===== src/hw/rtl/hpg_pkg.sv =====
// shared constants and types for the halton point generator
package hpg_pkg;

  localparam int INDEX_BITS    = 24;
  localparam int FRACTION_BITS = 16;

  localparam int BASE_W   = 8;
  localparam int OFFSET_W = FRACTION_BITS + 1;
  localparam int OUT_W    = FRACTION_BITS + 1;

  // n + 1 carries into one extra bit
  localparam int M_W      = INDEX_BITS + 1;
  localparam int DIGIT_W  = 4;
  localparam int NCHUNK   = (M_W + DIGIT_W - 1) / DIGIT_W;
  localparam int MR_W     = NCHUNK * DIGIT_W;
  // den = b^k is at most b * m
  localparam int DEN_W    = M_W + BASE_W;

  localparam int CHUNK_CNT_W = $clog2(NCHUNK);
  localparam int FRAC_CNT_W  = $clog2(FRACTION_BITS);

  localparam int IN_TDATA_W  = ((INDEX_BITS + 7) / 8) * 8;
  localparam int OUT_TDATA_W = ((2 * OUT_W + 7) / 8) * 8;

  localparam int CFG_IDX_W  = 2;
  localparam int CFG_DATA_W = OFFSET_W;

  localparam logic [CFG_IDX_W-1:0] REG_BASE_X       = 2'd0;
  localparam logic [CFG_IDX_W-1:0] REG_BASE_Y       = 2'd1;
  localparam logic [CFG_IDX_W-1:0] REG_POINT_OFFSET = 2'd2;

  localparam logic [BASE_W-1:0] BASE_MIN     = 8'd2;
  localparam logic [BASE_W-1:0] BASE_X_RESET = 8'd2;
  localparam logic [BASE_W-1:0] BASE_Y_RESET = 8'd3;

  typedef struct packed {
    logic start;
    logic take;
  } lane_ctl_t;

endpackage


===== src/hw/rtl/hpg_lane.sv =====
// one coordinate: digit-serial base-b digit extraction, then bit-serial fraction division
module hpg_lane (
  input  logic                             clk,
  input  logic                             rst_n,
  input  hpg_pkg::lane_ctl_t               ctl,
  input  logic [hpg_pkg::M_W-1:0]          m_in,
  input  logic [hpg_pkg::BASE_W-1:0]       base_in,
  output logic                             done,
  output logic [hpg_pkg::FRACTION_BITS-1:0] frac
);
  import hpg_pkg::*;

  typedef enum logic [4:0] {
    L_IDLE = 5'b00001,
    L_DIV  = 5'b00010,
    L_ACC  = 5'b00100,
    L_FRAC = 5'b01000,
    L_DONE = 5'b10000
  } lane_state_t;

  lane_state_t state_r, state_nxt;

  logic [MR_W-1:0]          m_r, m_nxt;
  logic [BASE_W-1:0]        rem_r, rem_nxt;
  logic [BASE_W-1:0]        b_r, b_nxt;
  logic [CHUNK_CNT_W-1:0]   cnt_r, cnt_nxt;
  logic [DEN_W-1:0]         num_r, num_nxt;
  logic [DEN_W-1:0]         den_r, den_nxt;
  logic [DEN_W-1:0]         fr_r, fr_nxt;
  logic [FRACTION_BITS-1:0] q_r, q_nxt;
  logic [FRAC_CNT_W-1:0]    fcnt_r, fcnt_nxt;

  logic [DIGIT_W-1:0]       chunk;
  logic [DIGIT_W-1:0]       qd;
  logic [BASE_W:0]          t;
  logic [BASE_W-1:0]        r;
  logic [BASE_W-1:0]        div_rem;

  logic [DEN_W+BASE_W-1:0]  num_prod;
  logic [DEN_W+BASE_W-1:0]  den_prod;
  logic [DEN_W:0]           fs;
  logic                     fge;

  // one digit of m / b per cycle, restoring steps on a narrow remainder
  always_comb begin
    chunk = m_r[MR_W-1 -: DIGIT_W];
    r     = rem_r;
    qd    = '0;
    t     = '0;
    for (int j = DIGIT_W - 1; j >= 0; j--) begin
      t = {r, chunk[j]};
      if (t >= {1'b0, b_r}) begin
        qd[j] = 1'b1;
        r     = BASE_W'(t - {1'b0, b_r});
      end else begin
        r     = t[BASE_W-1:0];
      end
    end
    div_rem = r;
  end

  assign num_prod = (DEN_W+BASE_W)'(num_r) * (DEN_W+BASE_W)'(b_r)
                  + (DEN_W+BASE_W)'(rem_r);
  assign den_prod = (DEN_W+BASE_W)'(den_r) * (DEN_W+BASE_W)'(b_r);

  assign fs  = {fr_r, 1'b0};
  assign fge = fs >= {1'b0, den_r};

  always_comb begin
    state_nxt = state_r;
    m_nxt     = m_r;
    rem_nxt   = rem_r;
    b_nxt     = b_r;
    cnt_nxt   = cnt_r;
    num_nxt   = num_r;
    den_nxt   = den_r;
    fr_nxt    = fr_r;
    q_nxt     = q_r;
    fcnt_nxt  = fcnt_r;
    unique case (state_r)
      L_IDLE: begin
        if (ctl.start) begin
          m_nxt     = MR_W'(m_in);
          rem_nxt   = '0;
          b_nxt     = (base_in < BASE_MIN) ? BASE_MIN : base_in;
          cnt_nxt   = '0;
          num_nxt   = '0;
          den_nxt   = DEN_W'(1);
          state_nxt = L_DIV;
        end
      end
      L_DIV: begin
        m_nxt   = {m_r[MR_W-DIGIT_W-1:0], qd};
        rem_nxt = div_rem;
        cnt_nxt = cnt_r + CHUNK_CNT_W'(1);
        if (cnt_r == CHUNK_CNT_W'(NCHUNK - 1)) begin
          state_nxt = L_ACC;
        end
      end
      L_ACC: begin
        // append the digit: num = num*b + digit, den = den*b
        num_nxt = num_prod[DEN_W-1:0];
        den_nxt = den_prod[DEN_W-1:0];
        rem_nxt = '0;
        cnt_nxt = '0;
        if (m_r == '0) begin
          fr_nxt    = num_prod[DEN_W-1:0];
          q_nxt     = '0;
          fcnt_nxt  = '0;
          state_nxt = L_FRAC;
        end else begin
          state_nxt = L_DIV;
        end
      end
      L_FRAC: begin
        q_nxt    = {q_r[FRACTION_BITS-2:0], fge};
        fr_nxt   = fge ? DEN_W'(fs - {1'b0, den_r}) : fs[DEN_W-1:0];
        fcnt_nxt = fcnt_r + FRAC_CNT_W'(1);
        if (fcnt_r == FRAC_CNT_W'(FRACTION_BITS - 1)) begin
          state_nxt = L_DONE;
        end
      end
      L_DONE: begin
        if (ctl.take) begin
          state_nxt = L_IDLE;
        end
      end
      default: begin
        state_nxt = L_IDLE;
      end
    endcase
  end

  always_ff @(posedge clk) begin
    if (!rst_n) begin
      state_r <= L_IDLE;
    end else begin
      state_r <= state_nxt;
    end
  end

  always_ff @(posedge clk) begin
    m_r    <= m_nxt;
    rem_r  <= rem_nxt;
    b_r    <= b_nxt;
    cnt_r  <= cnt_nxt;
    num_r  <= num_nxt;
    den_r  <= den_nxt;
    fr_r   <= fr_nxt;
    q_r    <= q_nxt;
    fcnt_r <= fcnt_nxt;
  end

  assign done = (state_r == L_DONE);
  assign frac = q_r;

endmodule


===== src/hw/rtl/halton_point_generator_top.sv =====
// halton point generator top level: config registers, two coordinate lanes, output register
//
//  channel  direction  signals                                   payload
//  in       slave      in_tvalid / in_tready / in_tdata          sample_number
//  out      master     out_tvalid / out_tready / out_tdata       x_value, y_value
//  cfg      slave      cfg_valid / cfg_ready / cfg_index / data  base_x, base_y, point_offset
//
// one item at a time; the digit count of n+1 in the smaller base sets how long an item takes:
// each digit takes a pass of the 4-bit divider over all chunks of m and an accumulate step,
// then come bit-serial fraction division and the load into the output register
// the next item is taken while a result waits in the output register
// synchronous active-low reset clears the lanes and the output valid, resets the registers
module halton_point_generator_top (
  input  logic                               clk,
  input  logic                               rst_n,
  input  logic                               in_tvalid,
  output logic                               in_tready,
  // [23:0] sample_number
  input  logic [hpg_pkg::IN_TDATA_W-1:0]     in_tdata,
  output logic                               out_tvalid,
  input  logic                               out_tready,
  // [16:0] x_value, [33:17] y_value, [39:34] zero
  output logic [hpg_pkg::OUT_TDATA_W-1:0]    out_tdata,
  input  logic                               cfg_valid,
  output logic                               cfg_ready,
  input  logic [hpg_pkg::CFG_IDX_W-1:0]      cfg_index,
  input  logic [hpg_pkg::CFG_DATA_W-1:0]     cfg_data
);
  import hpg_pkg::*;

  localparam logic signed [OUT_W:0] LOWEST = $signed({2'b11, {FRACTION_BITS{1'b0}}});

  logic [BASE_W-1:0]   base_x_r, base_y_r;
  logic [OFFSET_W-1:0] offset_r;
  logic                busy_r;
  logic                out_valid_r;
  logic [OUT_W-1:0]    out_x_r, out_y_r;

  lane_ctl_t                ctl;
  logic [M_W-1:0]           m_in;
  logic                     done_x, done_y;
  logic [FRACTION_BITS-1:0] frac_x, frac_y;
  logic                     in_xfer, load;
  logic signed [OUT_W:0]    dx, dy;
  logic [OUT_W-1:0]         x_res, y_res;

  assign in_tready = !busy_r;
  assign in_xfer   = in_tvalid && in_tready;
  assign load      = done_x && done_y && (!out_valid_r || out_tready);
  assign m_in      = M_W'(in_tdata[INDEX_BITS-1:0]) + M_W'(1);

  assign ctl.start = in_xfer;
  assign ctl.take  = load;

  hpg_lane u_lane_x (
    .clk     (clk),
    .rst_n   (rst_n),
    .ctl     (ctl),
    .m_in    (m_in),
    .base_in (base_x_r),
    .done    (done_x),
    .frac    (frac_x)
  );

  hpg_lane u_lane_y (
    .clk     (clk),
    .rst_n   (rst_n),
    .ctl     (ctl),
    .m_in    (m_in),
    .base_in (base_y_r),
    .done    (done_y),
    .frac    (frac_y)
  );

  // subtract offset, saturate at -1.0
  always_comb begin
    dx    = $signed({2'b00, frac_x}) - $signed({1'b0, offset_r});
    dy    = $signed({2'b00, frac_y}) - $signed({1'b0, offset_r});
    x_res = (dx < LOWEST) ? LOWEST[OUT_W-1:0] : dx[OUT_W-1:0];
    y_res = (dy < LOWEST) ? LOWEST[OUT_W-1:0] : dy[OUT_W-1:0];
  end

  always_ff @(posedge clk) begin
    if (!rst_n) begin
      busy_r      <= 1'b0;
      out_valid_r <= 1'b0;
    end else begin
      if (in_xfer) begin
        busy_r <= 1'b1;
      end else if (load) begin
        busy_r <= 1'b0;
      end
      if (load) begin
        out_valid_r <= 1'b1;
      end else if (out_tready) begin
        out_valid_r <= 1'b0;
      end
    end
  end

  always_ff @(posedge clk) begin
    if (load) begin
      out_x_r <= x_res;
      out_y_r <= y_res;
    end
  end

  assign cfg_ready = 1'b1;

  always_ff @(posedge clk) begin
    if (!rst_n) begin
      base_x_r <= BASE_X_RESET;
      base_y_r <= BASE_Y_RESET;
      offset_r <= '0;
    end else if (cfg_valid && cfg_ready) begin
      unique case (cfg_index)
        REG_BASE_X:       base_x_r <= cfg_data[BASE_W-1:0];
        REG_BASE_Y:       base_y_r <= cfg_data[BASE_W-1:0];
        REG_POINT_OFFSET: offset_r <= cfg_data[OFFSET_W-1:0];
        default: begin
        end
      endcase
    end
  end

  assign out_tvalid = out_valid_r;
  assign out_tdata  = OUT_TDATA_W'({out_y_r, out_x_r});

endmodule


===== config.mk =====
export PLATFORM = sky130hd
export DESIGN_NAME = halton_point_generator_top
export DESIGN_NICKNAME = d
export VERILOG_FILES = /design/src/hw/rtl/hpg_pkg.sv /design/src/hw/rtl/hpg_lane.sv /design/src/hw/rtl/halton_point_generator_top.sv
export SDC_FILE = /design/constraint.sdc
export NUM_CORES = 2
export LEC_CHECK = 0
export BUFFER_PORTS_ARGS = -buffer_cell sky130_fd_sc_hd__buf_2
export CORE_MARGIN = 2
export CORE_UTILIZATION = 47
export CTS_BUF_LIST = sky130_fd_sc_hd__clkbuf_4 sky130_fd_sc_hd__clkbuf_8
export CTS_CLUSTER_DIAMETER = 200
export CTS_CLUSTER_SIZE = 12
export DETAILED_ROUTE_END_ITERATION = 7
export SYNTH_ARGS = -nofsm -noshare
export SYNTH_HDL_FRONTEND = slang
export SYNTH_SLANG_ARGS = --single-unit

===== constraint.sdc =====
create_clock -name clk -period 14.8 [get_ports clk]
set_clock_uncertainty 0.1 [all_clocks]
set_input_delay 2.22 -clock clk [delete_from_list [all_inputs] [get_ports clk]]
set_output_delay 2.22 -clock clk [all_outputs]
set_load 0.05 [all_outputs]

=== After elaboration in Yosys (flattened, before gate mapping) ===
Cells that the tools add are included.

* Register bits: 411
* Input bits: 48
* Output and inout port bits: 43

* Add/sub/neg operators: 19
* Multipliers: 4
* $lt $le $gt $ge: 14
* Equal/unequal tests: 26
* Mux-type cells: 59
* Reductions and logical operators: 34

{| class="wikitable"
|+ Operators with widths
! operator !! count
|-
| $pmux 33 s2 || 6
|-
| $mux 33 || 6
|-
| $mul 33x8->33 || 4
|-
| $pmux 28 s2 || 2
|-
| $ge 9x8->1 || 8
|-
| $mux 8 || 9
|-
| $ge 34x33->1 || 2
|-
| $add 33x8->33 || 2
|-
| $sub 33x33->33 || 2
|-
| $pmux 16 s2 || 2
|-
| $sub 8x8->8 || 8
|-
| $logic_not 28->1 || 2
|-
| $pmux 5 s5 || 2
|-
| $pmux 8 s3 || 2
|-
| $lt 18x17->1 const B || 2
|-
| $sub 16x17->18 || 2
|-
| $mux 16 || 2
|-
| $mux 5 || 6
|-
| $mux 28 || 1
|-
| $reduce_and 2->1 || 13
|-
| $add 24x1->25 const B || 1
|-
| $pmux 3 s3 || 2
|-
| $lt 8x2->1 const B || 2
|-
| $mux 4 || 4
|-
| other kinds (23) || 64
|}

=== Depth between registers and ports, before layout ===
* Depth in word-level cells: 9
* Depth in mapped cells: 43

=== Cells and area by module ===
A second synthesis with hierarchy kept.

* Cell total of the unflattened synthesis: 5853
* Area, all modules: 53053.4 µm²

{| class="wikitable"
|+ Modules (own cells, without submodules)
! module !! instances !! cells each !! area each (µm²) !! sequential area each (µm²)
|-
| hpg_lane (u_lane_y) || 1 || 2678 || 24340.8 || 5084.9
|-
| hpg_lane (u_lane_x) || 1 || 2668 || 24111.9 || 5084.9
|-
| halton_point_generator_top || 1 || 507 || 4600.7 || 1721.7
|}

=== Worst setup path before layout ===
No wires, ideal clock.

* Path kind: flip-flop to flip-flop
* From: reg u_lane_x.b_r[1]
* To: reg u_lane_x.rem_r[3], data pin
* Library setup time: 0.256 ns
* Arrival time: 8.687 ns
* Slack: 5.758 ns
* Cell stages (with the launch flop): 42
* Buffers on the path: 4
* Period minus slack after synthesis: 9.042 ns
* Cells stage by stage: edfxtp_1 clkbuf_1 inv_1 ha_1 nor2b_1 o31ai_1 a21oi_1 o31ai_1 nand2b_1 clkbuf_1 o21ai_0 inv_1 ha_1 nor2b_1 o21bai_1 nand3_1 a21oi_1 a2bb2oi_1 (+6 left out) a21oi_1 o41ai_1 a21oi_1 a211o_1 o21a_1 buf_2 mux2i_1 ha_1 nor2b_1 o21ai_0 a21oi_1 o21ai_0 nand2b_1 a21o_1 a21o_1 o31ai_1 a2111oi_0 a31o_2

* Word-level cells in the longest chain between the ends: 9
* Elaborated cells between the ends (all ways): 13

{| class="wikitable"
|+ Ends and longest elaborated chain
! element !! RTL line !! text
|-
| start: declaration || hpg_lane.sv:25 || <nowiki>logic [BASE_W-1:0] b_r, b_nxt;</nowiki>
|-
| start signal: assignment || hpg_lane.sv:145 || <nowiki>b_r <= b_nxt;</nowiki>
|-
| $sub 8x8->8 or $ge 9x8->1 (tied branches) || hpg_lane.sv:54, hpg_lane.sv:52 ||
|-
| $mux 8 || hpg_lane.sv:52 || <nowiki>if (t >= {1'b0, b_r}) begin</nowiki>
|-
| $sub 8x8->8 or $ge 9x8->1 (tied branches) || hpg_lane.sv:54, hpg_lane.sv:52 ||
|-
| $mux 8 || hpg_lane.sv:52 ||
|-
| $ge 9x8->1 or $sub 8x8->8 (tied branches) || hpg_lane.sv:52, hpg_lane.sv:54 ||
|-
| $mux 8 || hpg_lane.sv:52 ||
|-
| $sub 8x8->8 or $ge 9x8->1 (tied branches) || hpg_lane.sv:54, hpg_lane.sv:52 ||
|-
| $mux 8 (*) || hpg_lane.sv:52 ||
|-
| $pmux 8 s3 (*) || hpg_lane.sv:80 || <nowiki>unique case (state_r)</nowiki>
|-
| end signal: assignment || hpg_lane.sv:144 || <nowiki>rem_r <= rem_nxt;</nowiki>
|-
| end: declaration || hpg_lane.sv:24 || <nowiki>logic [BASE_W-1:0] rem_r, rem_nxt;</nowiki>
|}

Every way passes the cells marked *; elsewhere a longest branch is shown, timed or not.
A chain may end at the register's enable or synchronous reset.

=== Worst setup path in the final report ===
Ends and elaborated chain as after synthesis.

==> reports/qor.yml <==
yosys.area_share.adder: 0.3498
grt_use_total: 0.2365
drt-wirelength-per-cell_um: 18.25
numClockSinks: 411
first_pass_iters: 6
drt-initial-drc-count: 2275
synth_xor_area_frac: 0.04943
cts_buffers: 40
hold_buffers: 0
htreeDepth: 2
clk_latency_ps: 740
fp.dieH_um: 337.5
critPathCapture: "u_lane_x.rem_r[3]$_SDFFCE_PN0P_"
max_cap_violations: 0
hold_viol_final: 0
netlist_instances: 5746
synth_edf_count: 366
fin_crit_ps: 11530
syn_avg_cell_area_um2: 9.096
setup_viol: 0
post-cts-setup-buffers: 0
drc: 0
critical_path.max_stage_delay_ps: 760
timing.final.crit_share: 0.7791
postSynth.asyncResetShare: 0
arrival_ps: 11940
r2r-start: "u_lane_x.b_r[1]$_SDFFCE_PN1P_"
worst_pin_slew_ps: 1358
ys_seq_area_frac: 0.2275
synth_area_um2: 52270
hp-class: "register to register"
clock_path_buffers: 3
synth_top_family_by_area: "adder cells"
crit_path_start: "u_lane_x.b_r[1]$_SDFFCE_PN1P_"
ioPinCount: 91
crit_type: "register to register"
routed_via_density: 5.388
status: "complete, no violations"
initial_core_util: 0.4729
ys_ff_latch: 411
post-place-ws_ps: 3323
crit_slowest_cell: "o31ai_1"
die_x_um: 337.5
slew_violations: 0
synth_cell_types: 82
clock-root-buffer: "clkbuf_8"
fin_ws_ps: 3269
postLayoutCellArea_um2: 54850
io_buffer_count: 83
grt_max_degree: 69
core_um2: 110500
rr_endpoint: "u_lane_x.rem_r[3]$_SDFFCE_PN0P_"
grt_pass1_vias: 40127
multi_input_area_um2: 36500
drtAntennaViolNets: 0
rsz0062_at_grt: "no"
drive_gt1_frac: 0.04296
reg2reg_slack_ps: 3270
synth_mux_area_frac: 0.01022
r2r_cells: 39
grt_overflow: 0
nets: 6812
worstPathRequired_ps: 15200
relSlewSlack: 0.08291
crit_top_cell: "a21oi_1"
synth_compound_area_frac: 0.1064
cp_max_fo: 62
grt_pass1_wl_mm: 216.6
synthFlopType: "edfxtp_1"
postPlaceCellArea_um2: 54110
num_rows: 122
setup.worst_path.start_class: "register"
endpoint_kind: "register"
wirelength_mm: 131.7
ff_latch_area_um2: 11890
gp_congestion: 0.8708
dp_hpwl_mm: 102.1
cts_resized: 0
yosys.area_share.simple: 0.1806
synth_warnings: 0
cts_tree: "done"
area_delta_synth_final_pct: 4.943
num_vias: 38879
nFillCells: 10688
clkSlewWorstSetupHoldPaths_ps: 120
dieArea_um2: 113900
max_freq_mhz: 86.72
setup-tns-final_ps: 0
antenna_found_initial: 2
## registers in the layout (all words and copies together), names as in the netlist, 28 cells and up
signal,cells
u_lane_x.den_r,33
u_lane_x.fr_r,33
u_lane_x.num_r,33
u_lane_y.den_r,33
u_lane_y.fr_r,33
u_lane_y.num_r,33
u_lane_x.m_r,28
u_lane_y.m_r,28
## per-stage QoR
step | hold slack [ps] | cells | util
2_1_floorplan | 343.5 | 5751 | -
3_3_place_gp | 352.7 | 7153 | 0.4896
3_5_place_dp | 358.7 | 7153 | 0.4896
4_1_cts | 370.1 | 7214 | 0.4963
5_1_grt | 381.6 | 7216 | 0.4963
6_report | 367.2 | 7216 | 0.4963
## worst min path at each step
stage / cells after the start / from / to / slack, ps
6_report: 2 / offset_r[3]$_SDFFE_PN0P_ / offset_r[3]$_SDFFE_PN0P_ / 370
5_1_grt: 0 / base_y_r[3]$_SDFFE_PN0P_ / u_lane_y.b_r[3]$_SDFFCE_PN0P_ / 380
4_1_cts: 2 / offset_r[3]$_SDFFE_PN0P_ / offset_r[3]$_SDFFE_PN0P_ / 370
3_5_place_dp: 2 / offset_r[8]$_SDFFE_PN0P_ / offset_r[8]$_SDFFE_PN0P_ / 360
3_3_place_gp: 2 / offset_r[2]$_SDFFE_PN0P_ / offset_r[2]$_SDFFE_PN0P_ / 350
2_1_floorplan: 2 / offset_r[13]$_SDFFE_PN0P_ / offset_r[13]$_SDFFE_PN0P_ / 340
## Yosys cell counts (all sizes together), types with 35 or more instances
library cell	number	area [µm²]
mux2i	45	466.7
and3	35	219.0
ha	383	4792
a211oi	51	392.9
o21ai	166	830.8
nand2	676	2537
a21oi	270	1355
xor2	121	1060
xnor2	174	1524
and2	349	2183
a21o	98	735.7
inv	831	3119
clkbuf	188	705.7
nor2	590	2215
fa	674	13490
o21a	48	360.4
nand3	77	385.4
nand2b	40	250.2
dfxtp	45	900.9
nor3	53	265.3
edfxtp	366	10990
nor2b	59	369.1
## cells in the final DEF, fill, tap and decap left out, types with 98 or more instances in the layout
cell / n
a21oi_1: 269
edfxtp_1: 366
fa_1: 674
o21ai_0: 160
and2_1: 349
nor2_1: 590
nand2_1: 674
xnor2_1: 174
xor2_1: 121
a21o_1: 98
inv_1: 828
ha_1: 383
## metal layers
| layer | global-route usage | wire, µm | vias to the layer above |
|---|---|---|---|
| met5 | 0 | 0 | - |
| met4 | 0.04577 | 2264 | 0 |
| met3 | 0.02099 | 4219 | 118 |
| met2 | 0.3911 | 61690 | 634 |
| met1 | 0.3405 | 63520 | 19570 |
| li1 | - | - | 18557 |
## worst max-delay path: cells and delay by family, from the launching register on
| kind | cells | cell delay (ps) |
|---|---|---|
| fa+ha+maj | 4 | 1290 |
| mux | 1 | 390 |
| compound gates | 22 | 6530 |
| simple gates | 8 | 1490 |
| buf+inv | 4 | 1150 |
| flops | 1 | 330 |
## cell families (layout without fill, tap and decap cells)
logic type	after synthesis	in the layout
compound gates	862	862
xor+xnor	295	295
fa+ha+maj	1057	1057
buf+inv	1045	1020
flops	411	411
mux	51	51
other cells	2	9
simple gates	2023	2023
## cell type report
type / count / area share
clock inverters: 4 / 0.001004
repair buffers: 125 / 0.01332
clock buffers: 57 / 0.01236
inverters: 834 / 0.05707
flip-flops and latches: 411 / 0.2168
well taps: 1488 / 0.03394
multi-input cells: 4295 / 0.6654
diodes: 2 / 0.00009124
Power is left out: the tool's default activity adds up to more than one toggle a clock period on the data nets, which glitch-free logic cannot reach.
